===== src/rtl/core/nwog_pkg.sv =====
// ----------------------------------------------------------------------------
// Window offset generator package
// Field widths, register codes, sequencer states and the setup-to-walk struct.
// ----------------------------------------------------------------------------
package nwog_pkg;

   localparam int CENTER_W  = 36;
   localparam int REL_W     = 31;
   localparam int OFF_W     = 38;
   localparam int DIGIT_W   = 4;
   localparam int HALF_W    = 3;
   localparam int COUNT_W   = 3;
   localparam int WIDTH_W   = 4;
   localparam int SIZE_W    = 10;
   localparam int CSR_IDX_W = 3;

   // Only the first three extents ever enter a stride.
   localparam int NUM_STRIDE_SIZES = 3;

   typedef enum logic [CSR_IDX_W-1:0] {
      CSR_DIM_COUNT    = 3'd0,
      CSR_WINDOW_WIDTH = 3'd1,
      CSR_DIM_SIZE_0   = 3'd2,
      CSR_DIM_SIZE_1   = 3'd3,
      CSR_DIM_SIZE_2   = 3'd4,
      CSR_DIM_SIZE_3   = 3'd5
   } csr_index_type;

   typedef enum logic [2:0] {
      SEQ_STRIDE,
      SEQ_SCALE,
      SEQ_FINISH,
      SEQ_LOAD,
      SEQ_RUN
   } seq_state_type;

   typedef struct packed {
      logic              run;
      logic [HALF_W-1:0] half;
      logic [OFF_W-1:0]  corner;
   } walk_ctl_type;

endpackage


===== src/rtl/core/nwog_if.sv =====
// ----------------------------------------------------------------------------
// Window offset generator channel interfaces
// Request, response and register write channels with valid/ready transfer.
// ----------------------------------------------------------------------------
interface nwog_req_if
   import nwog_pkg::*;
   ();
   logic                valid;
   logic                ready;
   logic [CENTER_W-1:0] center_index;
   logic                restart;

   modport source (output valid, output center_index, output restart, input ready);
   modport sink   (input valid, input center_index, input restart, output ready);
endinterface

interface nwog_rsp_if
   import nwog_pkg::*;
   ();
   logic                    valid;
   logic                    ready;
   logic signed [REL_W-1:0] relative_offset;
   logic signed [OFF_W-1:0] neighbour_index;
   logic                    last_of_window;

   modport source (output valid, output relative_offset, output neighbour_index,
                   output last_of_window, input ready);
   modport sink   (input valid, input relative_offset, input neighbour_index,
                   input last_of_window, output ready);
endinterface

interface nwog_csr_if
   import nwog_pkg::*;
   ();
   logic                 valid;
   logic                 ready;
   logic [CSR_IDX_W-1:0] index;
   logic [SIZE_W-1:0]    data;

   modport source (output valid, output index, output data, input ready);
   modport sink   (input valid, input index, input data, output ready);
endinterface


===== src/rtl/core/nwog_setup.sv =====
// ----------------------------------------------------------------------------
// Window offset generator setup sequencer
// Holds the registers and derives strides, step deltas and the corner offset.
// ----------------------------------------------------------------------------
module nwog_setup
   import nwog_pkg::*;
#(
   parameter int MAX_DIMS  = 4,
   parameter int MAX_WIDTH = 15,
   parameter int DIM_BITS  = 9
) (
   input  logic                 clock,
   input  logic                 reset,
   nwog_csr_if.sink             csr_ch,
   output walk_ctl_type         ctl,
   output logic [MAX_DIMS-1:0]  active,
   output logic [OFF_W-1:0]     delta [MAX_DIMS]
);

   localparam int CS_W     = DIM_BITS + 1;
   localparam int STRIDE_W = (MAX_DIMS - 1) * DIM_BITS + 1;
   localparam int HS_W     = STRIDE_W + HALF_W;
   localparam int PROD_W   = STRIDE_W + CS_W;
   localparam int STEP_W   = (MAX_DIMS > 1) ? $clog2(MAX_DIMS) : 1;
   localparam int SIZE_TOP = 1 << DIM_BITS;

   function automatic logic [CS_W-1:0] clamp_size(input logic [SIZE_W-1:0] s);
      logic [CS_W-1:0] r;
      if (s == '0) begin
         r = CS_W'(1);
      end else if (32'(s) > SIZE_TOP) begin
         r = CS_W'(SIZE_TOP);
      end else begin
         r = CS_W'(s);
      end
      return r;
   endfunction

   logic [COUNT_W-1:0] dim_count_ff;
   logic [WIDTH_W-1:0] window_width_ff;
   logic [SIZE_W-1:0]  size_ff [NUM_STRIDE_SIZES];

   seq_state_type      state_ff, state_in;
   logic [STEP_W-1:0]  seq_step_ff, seq_step_in;

   logic [STRIDE_W-1:0] stride_ff [MAX_DIMS];
   logic [OFF_W-1:0]    hs_ff [MAX_DIMS];
   logic [OFF_W-1:0]    hs_in [MAX_DIMS];
   logic [OFF_W-1:0]    delta_ff [MAX_DIMS];
   logic [OFF_W-1:0]    delta_in [MAX_DIMS];
   logic [OFF_W-1:0]    corner_ff, corner_in;

   logic                cfg_write, cfg_restart;
   logic [COUNT_W-1:0]  dims_used;
   logic [WIDTH_W-1:0]  width_cut, width_odd;
   logic [HALF_W-1:0]   half;
   logic [STRIDE_W-1:0] mul_a;
   logic [CS_W-1:0]     mul_b;
   logic [PROD_W-1:0]   mul_full;

   assign csr_ch.ready = 1'b1;
   assign cfg_write    = csr_ch.valid && csr_ch.ready;

   // Register file; any write to a listed register restarts the setup pass.
   always_comb begin
      unique case (csr_index_type'(csr_ch.index))
         CSR_DIM_COUNT, CSR_WINDOW_WIDTH, CSR_DIM_SIZE_0,
         CSR_DIM_SIZE_1, CSR_DIM_SIZE_2, CSR_DIM_SIZE_3: cfg_restart = cfg_write;
         default: cfg_restart = 1'b0;
      endcase
   end

   always_ff @(posedge clock) begin
      if (reset) begin
         dim_count_ff    <= COUNT_W'(3);
         window_width_ff <= WIDTH_W'(3);
         size_ff[0]      <= SIZE_W'(512);
         size_ff[1]      <= SIZE_W'(512);
         size_ff[2]      <= SIZE_W'(512);
      end else if (cfg_write) begin
         unique case (csr_index_type'(csr_ch.index))
            CSR_DIM_COUNT:    dim_count_ff    <= csr_ch.data[COUNT_W-1:0];
            CSR_WINDOW_WIDTH: window_width_ff <= csr_ch.data[WIDTH_W-1:0];
            CSR_DIM_SIZE_0:   size_ff[0]      <= csr_ch.data;
            CSR_DIM_SIZE_1:   size_ff[1]      <= csr_ch.data;
            CSR_DIM_SIZE_2:   size_ff[2]      <= csr_ch.data;
            // The fourth extent never enters a stride; the write only restarts.
            CSR_DIM_SIZE_3:   ;
            default:          ;
         endcase
      end
   end

   // Effective dimension count and half window.
   always_comb begin
      if (dim_count_ff == '0) begin
         dims_used = COUNT_W'(1);
      end else if (32'(dim_count_ff) > MAX_DIMS) begin
         dims_used = COUNT_W'(MAX_DIMS);
      end else begin
         dims_used = dim_count_ff;
      end
      for (int i = 0; i < MAX_DIMS; i++) begin
         active[i] = COUNT_W'(i) < dims_used;
      end
      width_cut = (32'(window_width_ff) > MAX_WIDTH) ? WIDTH_W'(MAX_WIDTH) : window_width_ff;
      width_odd = width_cut | WIDTH_W'(1);
      half      = width_odd[WIDTH_W-1:1];
   end

   // Next state.
   always_comb begin
      state_in    = state_ff;
      seq_step_in = seq_step_ff;
      if (cfg_restart) begin
         state_in    = SEQ_STRIDE;
         seq_step_in = STEP_W'(1);
      end else begin
         unique case (state_ff)
            SEQ_STRIDE: begin
               if (32'(seq_step_ff) >= MAX_DIMS - 1) begin
                  state_in = SEQ_SCALE;
               end else begin
                  seq_step_in = seq_step_ff + STEP_W'(1);
               end
            end
            SEQ_SCALE:  state_in = SEQ_FINISH;
            SEQ_FINISH: state_in = SEQ_LOAD;
            SEQ_LOAD:   state_in = SEQ_RUN;
            SEQ_RUN:    state_in = SEQ_RUN;
            default:    state_in = SEQ_STRIDE;
         endcase
      end
   end

   always_ff @(posedge clock) begin
      if (reset) begin
         state_ff    <= SEQ_STRIDE;
         seq_step_ff <= STEP_W'(1);
      end else begin
         state_ff    <= state_in;
         seq_step_ff <= seq_step_in;
      end
   end

   // Outputs of the sequencer: shared multiplier operands and walk control.
   always_comb begin
      mul_a = '0;
      mul_b = '0;
      for (int k = 1; k < MAX_DIMS; k++) begin
         if (seq_step_ff == STEP_W'(k)) begin
            mul_a = (k == 1) ? STRIDE_W'(1) : stride_ff[k-1];
            mul_b = clamp_size(size_ff[k-1]);
         end
      end
      ctl.run    = (state_ff == SEQ_RUN);
      ctl.half   = half;
      ctl.corner = corner_ff;
   end

   assign mul_full = PROD_W'(mul_a) * PROD_W'(mul_b);

   // h times stride per active dimension, then step deltas and the corner.
   always_comb begin
      logic [OFF_W-1:0] acc;
      acc = '0;
      for (int i = 0; i < MAX_DIMS; i++) begin
         hs_in[i] = active[i] ? OFF_W'(HS_W'(half) * HS_W'(stride_ff[i])) : '0;
      end
      for (int i = 0; i < MAX_DIMS; i++) begin
         delta_in[i] = OFF_W'(stride_ff[i]) - (acc << 1);
         acc         = acc + hs_ff[i];
      end
      corner_in = '0 - acc;
   end

   always_ff @(posedge clock) begin
      if (state_ff == SEQ_STRIDE) begin
         stride_ff[0] <= STRIDE_W'(1);
         for (int k = 1; k < MAX_DIMS; k++) begin
            if (seq_step_ff == STEP_W'(k)) begin
               stride_ff[k] <= mul_full[STRIDE_W-1:0];
            end
         end
      end
      if (state_ff == SEQ_SCALE) begin
         hs_ff <= hs_in;
      end
      if (state_ff == SEQ_FINISH) begin
         delta_ff  <= delta_in;
         corner_ff <= corner_in;
      end
   end

   assign delta = delta_ff;

endmodule


===== src/rtl/core/nwog_walk.sv =====
// ----------------------------------------------------------------------------
// Window offset generator odometer walk
// Digit registers, running offset and the response register.
// ----------------------------------------------------------------------------
module nwog_walk
   import nwog_pkg::*;
#(
   parameter int MAX_DIMS = 4
) (
   input  logic                clock,
   input  logic                reset,
   nwog_req_if.sink            req_ch,
   nwog_rsp_if.source          rsp_ch,
   input  walk_ctl_type        ctl,
   input  logic [MAX_DIMS-1:0] active,
   input  logic [OFF_W-1:0]    delta [MAX_DIMS]
);

   logic signed [DIGIT_W-1:0] digit_ff [MAX_DIMS];
   logic signed [DIGIT_W-1:0] digit_in [MAX_DIMS];
   logic signed [DIGIT_W-1:0] start_digit [MAX_DIMS];
   logic signed [DIGIT_W-1:0] cur_digit [MAX_DIMS];
   logic signed [DIGIT_W-1:0] step_digit [MAX_DIMS];
   logic [OFF_W-1:0]          offset_ff, offset_in, cur_offset, step_offset;
   logic signed [DIGIT_W-1:0] half_s, neg_half;
   logic                      accept, last;

   logic                      rsp_valid_ff, rsp_valid_in;
   logic [REL_W-1:0]          rel_ff;
   logic [OFF_W-1:0]          neigh_ff;
   logic                      last_ff;

   assign half_s   = $signed({1'b0, ctl.half});
   assign neg_half = -half_s;

   assign req_ch.ready = ctl.run && (!rsp_valid_ff || rsp_ch.ready);
   assign accept       = req_ch.valid && req_ch.ready;

   always_comb begin
      logic found;
      found = 1'b0;
      for (int i = 0; i < MAX_DIMS; i++) begin
         start_digit[i] = active[i] ? neg_half : '0;
      end
      // A restart item is served from the first corner.
      for (int i = 0; i < MAX_DIMS; i++) begin
         cur_digit[i] = req_ch.restart ? start_digit[i] : digit_ff[i];
      end
      cur_offset = req_ch.restart ? ctl.corner : offset_ff;

      last = 1'b1;
      for (int i = 0; i < MAX_DIMS; i++) begin
         if (active[i] && (cur_digit[i] != half_s)) begin
            last = 1'b0;
         end
      end

      // Odometer: the first digit below +h advances, the ones before it wrap.
      // The precomputed delta already folds in the wraps.
      step_digit  = cur_digit;
      step_offset = cur_offset;
      for (int i = 0; i < MAX_DIMS; i++) begin
         if (!found && active[i]) begin
            if (cur_digit[i] < half_s) begin
               step_digit[i] = cur_digit[i] + 4'sd1;
               step_offset   = cur_offset + delta[i];
               found         = 1'b1;
            end else begin
               step_digit[i] = neg_half;
            end
         end
      end

      if (!ctl.run || (accept && last)) begin
         digit_in  = start_digit;
         offset_in = ctl.corner;
      end else if (accept) begin
         digit_in  = step_digit;
         offset_in = step_offset;
      end else begin
         digit_in  = digit_ff;
         offset_in = offset_ff;
      end

      if (accept) begin
         rsp_valid_in = 1'b1;
      end else if (rsp_ch.ready) begin
         rsp_valid_in = 1'b0;
      end else begin
         rsp_valid_in = rsp_valid_ff;
      end
   end

   always_ff @(posedge clock) begin
      digit_ff  <= digit_in;
      offset_ff <= offset_in;
      if (accept) begin
         rel_ff   <= cur_offset[REL_W-1:0];
         neigh_ff <= OFF_W'(req_ch.center_index) + cur_offset;
         last_ff  <= last;
      end
   end

   always_ff @(posedge clock) begin
      if (reset) begin
         rsp_valid_ff <= 1'b0;
      end else begin
         rsp_valid_ff <= rsp_valid_in;
      end
   end

   assign rsp_ch.valid           = rsp_valid_ff;
   assign rsp_ch.relative_offset = $signed(rel_ff);
   assign rsp_ch.neighbour_index = $signed(neigh_ff);
   assign rsp_ch.last_of_window  = last_ff;

endmodule


===== src/rtl/core/nd_window_offset_generator_top.sv =====
// ----------------------------------------------------------------------------
// N-dimensional window offset generator
// Walks a cubic window over a column-major image, one neighbour per transfer.
// ----------------------------------------------------------------------------
//  Channel   Direction  Payload                                           Accepted when
//  req_ch    in         center_index[35:0], restart                       valid && ready
//  rsp_ch    out        relative_offset[30:0], neighbour_index[37:0], last valid && ready
//  csr_ch    in         index[2:0], data[9:0]                             valid && ready
//
//  One request transfer per cycle is taken while the walk runs and the response register
//  is free or being drained; its response is registered and appears in the next cycle.
//  After reset and after each write to a listed register (indexes 0 to 5) a setup
//  pass runs, in which the shared stride multiplier builds one stride a cycle;
//  req_ch.ready stays low during it.
//  A stalled response holds its register; new requests are taken in the same
//  cycle that the pending response is transferred.
// ----------------------------------------------------------------------------
module nd_window_offset_generator_top
   import nwog_pkg::*;
#(
   parameter int MAX_DIMS  = 4,
   parameter int MAX_WIDTH = 15,
   parameter int DIM_BITS  = 9
) (
   input  logic        clock,
   input  logic        reset,
   nwog_req_if.sink    req_ch,
   nwog_rsp_if.source  rsp_ch,
   nwog_csr_if.sink    csr_ch
);

   // Control handed from the setup sequencer to the walk: run flag, half
   // window and the offset of the first window corner.
   walk_ctl_type        walk_ctl;
   logic [MAX_DIMS-1:0] dim_active;
   // Per-dimension offset change when that digit is the one that advances,
   // with the wraps of all faster digits already included.
   logic [OFF_W-1:0]    step_delta [MAX_DIMS];

   // The setup pass computes strides one per cycle, then h times each stride,
   // then the step deltas and the corner, and finally lets the walk load its
   // first corner before run is raised.
   nwog_setup #(
      .MAX_DIMS  (MAX_DIMS),
      .MAX_WIDTH (MAX_WIDTH),
      .DIM_BITS  (DIM_BITS)
   ) u_setup (
      .clock  (clock),
      .reset  (reset),
      .csr_ch (csr_ch),
      .ctl    (walk_ctl),
      .active (dim_active),
      .delta  (step_delta)
   );

   // The walk keeps the digits and the running offset; a transfer costs two
   // compares per digit, a priority pick and two wide adds (offset, index).
   nwog_walk #(
      .MAX_DIMS (MAX_DIMS)
   ) u_walk (
      .clock  (clock),
      .reset  (reset),
      .req_ch (req_ch),
      .rsp_ch (rsp_ch),
      .ctl    (walk_ctl),
      .active (dim_active),
      .delta  (step_delta)
   );

endmodule


===== src/flat_wrapper.sv =====
// flat-port wrapper written by rule: the top's interface ports become plain ports
module nd_window_offset_generator_top_flat import nwog_pkg::*;
#(
   parameter int MAX_DIMS  = 4,
   parameter int MAX_WIDTH = 15,
   parameter int DIM_BITS  = 9
)
  (clock, reset, req_ch_valid, req_ch_center_index, req_ch_restart, req_ch_ready, rsp_ch_valid, rsp_ch_relative_offset, rsp_ch_neighbour_index, rsp_ch_last_of_window, rsp_ch_ready, csr_ch_valid, csr_ch_index, csr_ch_data, csr_ch_ready);
  nwog_req_if req_ch_i ();
  nwog_rsp_if rsp_ch_i ();
  nwog_csr_if csr_ch_i ();
  input  logic clock;
  input  logic reset;
  input wire logic [$bits(req_ch_i.valid)-1:0] req_ch_valid;
  input wire logic [$bits(req_ch_i.center_index)-1:0] req_ch_center_index;
  input wire logic [$bits(req_ch_i.restart)-1:0] req_ch_restart;
  output wire logic [$bits(req_ch_i.ready)-1:0] req_ch_ready;
  output wire logic [$bits(rsp_ch_i.valid)-1:0] rsp_ch_valid;
  output wire logic [$bits(rsp_ch_i.relative_offset)-1:0] rsp_ch_relative_offset;
  output wire logic [$bits(rsp_ch_i.neighbour_index)-1:0] rsp_ch_neighbour_index;
  output wire logic [$bits(rsp_ch_i.last_of_window)-1:0] rsp_ch_last_of_window;
  input wire logic [$bits(rsp_ch_i.ready)-1:0] rsp_ch_ready;
  input wire logic [$bits(csr_ch_i.valid)-1:0] csr_ch_valid;
  input wire logic [$bits(csr_ch_i.index)-1:0] csr_ch_index;
  input wire logic [$bits(csr_ch_i.data)-1:0] csr_ch_data;
  output wire logic [$bits(csr_ch_i.ready)-1:0] csr_ch_ready;
  assign req_ch_i.valid = req_ch_valid;
  assign req_ch_i.center_index = req_ch_center_index;
  assign req_ch_i.restart = req_ch_restart;
  assign req_ch_ready = req_ch_i.ready;
  assign rsp_ch_valid = rsp_ch_i.valid;
  assign rsp_ch_relative_offset = rsp_ch_i.relative_offset;
  assign rsp_ch_neighbour_index = rsp_ch_i.neighbour_index;
  assign rsp_ch_last_of_window = rsp_ch_i.last_of_window;
  assign rsp_ch_i.ready = rsp_ch_ready;
  assign csr_ch_i.valid = csr_ch_valid;
  assign csr_ch_i.index = csr_ch_index;
  assign csr_ch_i.data = csr_ch_data;
  assign csr_ch_ready = csr_ch_i.ready;
  nd_window_offset_generator_top #(.MAX_DIMS(MAX_DIMS), .MAX_WIDTH(MAX_WIDTH), .DIM_BITS(DIM_BITS)) u_core (.clock(clock), .reset(reset), .req_ch(req_ch_i), .rsp_ch(rsp_ch_i), .csr_ch(csr_ch_i));
endmodule

===== config.mk =====
export PLATFORM = sky130hd
export DESIGN_NAME = nd_window_offset_generator_top_flat
export DESIGN_NICKNAME = d
export VERILOG_FILES = /design/src/rtl/core/nwog_pkg.sv /design/src/rtl/core/nwog_if.sv /design/src/rtl/core/nwog_setup.sv /design/src/rtl/core/nwog_walk.sv /design/src/rtl/core/nd_window_offset_generator_top.sv /design/src/flat_wrapper.sv
export SDC_FILE = /design/constraint.sdc
export NUM_CORES = 2
export LEC_CHECK = 0
export ABC_AREA = 1
export BUFFER_PORTS_ARGS = -buffer_cell sky130_fd_sc_hd__buf_2
export CELL_PAD_IN_SITES_DETAIL_PLACEMENT = 1
export CELL_PAD_IN_SITES_GLOBAL_PLACEMENT = 2
export CORE_UTILIZATION = 30
export DETAILED_ROUTE_END_ITERATION = 16
export GPL_ROUTABILITY_DRIVEN = 1
export PLACE_DENSITY_LB_ADDON = 0.1
export SLEW_MARGIN = 20
export SYNTH_ARGS = -nofsm -noshare
export SYNTH_HDL_FRONTEND = slang
export SYNTH_SLANG_ARGS = --single-unit

===== constraint.sdc =====
create_clock -name clock -period 8.6 [get_ports clock]
set_input_delay 2.58 -clock clock [delete_from_list [all_inputs] [get_ports clock]]
set_output_delay 2.58 -clock clock [all_outputs]
set_load 0.01 [all_outputs]

==> metrics.csv <==
stage;metric;value;unit
run;maxCapViolCount;0;
clock_tree;clock_latency;0.70;ns
power_and_ir_drop;p_int;0.00722;W
floorplan;initial_utilization;0.304;
synthesis;yosysTopAreaCellShare;0.282;
synthesis;synth.area.top_cells;edfxtp_1 (28%), nand2_1 (12%), ha_1 (11%);
synthesis;synthArstFlopShare;0;
timing;fin_crit;7.90;ns
grt;grt_first_pass_wirelength;338000;µm
clock_tree;cts_setup_buffers;0;
floorplan;ioPinCount;128;
route;drt-initial-drc-count;3095;
layout;mostFrequentLayoutCells;nand2_1 (1590), inv_1 (1035), nor2_1 (693), a21oi_1 (580), edfxtp_1 (486);
critical_path;worstPathRequired;9.01;ns
timing;fin_ws;0.702;ns
grt;grt_antenna_before_repair;8;
synthesis;synth_edf_count;486;
grt;grt_max_degree;131;
floorplan;die_x;417;µm
timing;hold_ws;0.478;ns
grt;track_usage;0.265;
timing;grt_setup_unrepaired;no;
route;first_pass_iters;5;
synthesis;syn-cell-area;51700;µm²
synthesis;ys.flop_type;edfxtp_1;
power_and_ir_drop;power_frac_comb;0.505;
route;ant_nets;0;
power_and_ir_drop;power_frac_clock;0.217;
placement;gp_congestion;0.923;
synthesis;seq_area_frac_synth;0.287;
critical_path;crit_fanout;53;
route;vias;47500;
power_and_ir_drop;power_leakage;26.6;nW
clock_tree;cts_sinks;498;
clock_tree;cts_tree;built;
route;totalWireLength;231000;µm
placement;io_buffers;126;
clock_tree;ctsHtreeMaxLevel;3;
clock_tree;clk_path_buf_depth;3;
placement;dp_hpwl;194000;µm
timing;worst_pin_slew;1.05;ns
floorplan;die_h;417;µm
synthesis;yosys_register_bits;498;
layout;diodes;0;
timing;tns;0;ns
layout;fill_cells;20800;
critical_path;startpoint_type;register;
synthesis;syn_inst;6832;
timing;drv_slew;0;
placement;dpl_worst_slack;0.636;ns
clock_tree;cts_made_buffers;70;
worst_hold_path;hp-class;register to register;
floorplan;coreArea;170000;µm²
layout;syn2layout_area_growth;11.5;%
layout;layout_commonest_cell;nand2_1;
power_and_ir_drop;p_sw;0.00666;W
clock_tree;clockRootBuffer;clkbuf_16;
layout;nets;7751;
synthesis;synth_area_per_cell;7.56;µm²
power_and_ir_drop;power.density;241;nW/µm²
timing;setup_viol;0;
layout;drive_above_1_share;0.0557;
route;wire_per_inst;24.8;µm
grt;grt_pass1_vias;49400;
route;drc;0;
synthesis;synth_nets;7599;
synthesis;synth_top_area_cell;edfxtp_1;
timing;slew_headroom;0.292;
clock_tree;hold_buffers;0;
critical_path;cp-end-kind;register;
critical_path;crit_type;register to register;
clock_tree;clk_pin_slew;0.06;ns
placement;placed_cells;9207;
grt;overflow;0;
power_and_ir_drop;p_seq_frac;0.278;
timing;final_hold_viol_count;0;
timing;fin_crit_sh;0.918;
synthesis;yosysUniqueCellTypes;69;
outcome;status;finished clean;
timing;fin_skew;0.0407;ns
clock_tree;cts.repair.resized;0;
timing;fmax;0.127;GHz
route;viasPerCell;5.09;
layout;final_cells;9332;
power_and_ir_drop;swShare;0.480;
floorplan;dieArea;174000;µm²
floorplan;placement_rows;151;
synthesis;ys.warnings.count;0;
critical_path;worst_ep_arrival_time;8.31;ns
power_and_ir_drop;vdd_drop_max;0.126;mV
## synth_stat cells, drive strengths merged (36+ instances only)
cell and count:
nand2 1598, inv 1042, nor2 704, a21oi 581, edfxtp 486, o21ai 456
ha 455, nand3 316, fa 257, xor2 199, xnor2 94, clkbuf 91
nor3 73, nand4 71, a31oi 61, a21o 50, buf 42, o21bai 39
o211ai 36
## logic make-up after synthesis
family / Yosys count / share of synthesized area
compound gates: 1317 / 0.141
xor+xnor: 293 / 0.0498
fa+ha+maj: 712 / 0.210
buf+inv: 1181 / 0.0875
flops: 498 / 0.287
mux: 1 / 0.000194
other cells: 1 / 0.0000726
simple gates: 2829 / 0.224
## power groups by stage
| stage | Clock [W] | Combinational, W | Sequential [W] |
|---|---|---|---|
| 6_report | 0.00301 | 0.00701 | 0.00387 |
| 5_1_grt | 0.00316 | 0.00782 | 0.00387 |
| 4_1_cts | 0.00309 | 0.00704 | 0.00386 |
| 3_5_place_dp | 0 | 0.00700 | 0.00391 |
| 3_3_place_gp | 0 | 0.00697 | 0.00391 |
| 2_1_floorplan | 0 | 0.00464 | 0.00349 |
## sequential cells by signal (all words and copies together), names as in the netlist
signal                                flops
u_core.u_setup.delta                    114
u_core.u_setup.hs_ff                     96
u_core.u_setup.stride_ff                 84
u_core.u_setup.corner_ff                 38
u_core.u_walk.offset_ff                  38
u_core.u_walk.rsp_ch.neighbour_index     38
u_core.u_walk.rsp_ch.relative_offset     31
u_core.u_setup.size_ff                   30
u_core.u_walk.digit_ff                   16
u_core.u_setup.dim_count_ff               3
u_core.u_setup.state_ff                   3
u_core.u_setup.width_cut                  3
u_core.u_setup.seq_step_ff                2
u_core.u_walk.rsp_ch.last_of_window       1
u_core.u_walk.rsp_ch.valid                1
## worst max-delay path, cell delays in order (launching register included)
cell and delay [ns]:
dfxtp_1 0.41, ha_1 0.20, clkinv_1 0.31, buf_4 0.42, o21ai_0 0.87, inv_1 0.35
nand2_1 0.17, fa_1 0.43, inv_1 0.08, fa_1 0.43, fa_1 0.48, fa_1 0.54
inv_1 0.05, fa_1 0.58, inv_1 0.05, ha_1 0.37, a21oi_1 0.25, o211ai_1 0.15
a21oi_1 0.42, o21ai_0 0.32, nand2_1 0.13, o211ai_1 0.14, a21oi_1 0.22, inv_1 0.07
nand3_1 0.08, nand2_1 0.08
## metal layers
layer  global-route usage  wire length (µm)  up-vias
li1                     -                 -    22900
met1                0.357            108000    23500
met3               0.0209              7230      238
met2                0.441            107000      824
met5                    0                33        -
met4               0.0976              8990        4
## area by class of cell
| type | instances | area, µm² | share of cell area |
|---|---|---|---|
| repair buffers | 213 | 1310 | 0.0227 |
| clock inverters | 47 | 500 | 0.00869 |
| flip-flops and latches | 498 | 14800 | 0.258 |
| inverters | 1048 | 3950 | 0.0685 |
| clock buffers | 78 | 1790 | 0.0311 |
| multi-input cells | 5153 | 32300 | 0.561 |
| well taps | 2295 | 2870 | 0.0498 |
## per-stage QoR
stage          utilization  cell area [µm²]  total power [W]
2_1_floorplan            -            51700          0.00813
3_3_place_gp         0.325            55300           0.0109
3_5_place_dp         0.325            55300           0.0109
4_1_cts              0.338            57600           0.0140
5_1_grt              0.338            57600           0.0149
6_report             0.338            57600           0.0139
## worst paths after layout
path                                   from                         endpoint  depth (start not counted)  slack (ns)
min reg2reg  u_core.u_setup.dim_count_ff[0]   u_core.u_setup.dim_count_ff[0]                          2        0.48
max reg2reg   u_core.u_setup.seq_step_ff[0]  u_core.u_setup.stride_ff[1][27]                         25        0.70
min          u_core.u_setup.dim_count_ff[0]   u_core.u_setup.dim_count_ff[0]                          2        0.48
max           u_core.u_setup.seq_step_ff[0]  u_core.u_setup.stride_ff[1][27]                         25        0.70
Note: power is estimated with default switching activity, not from simulation.
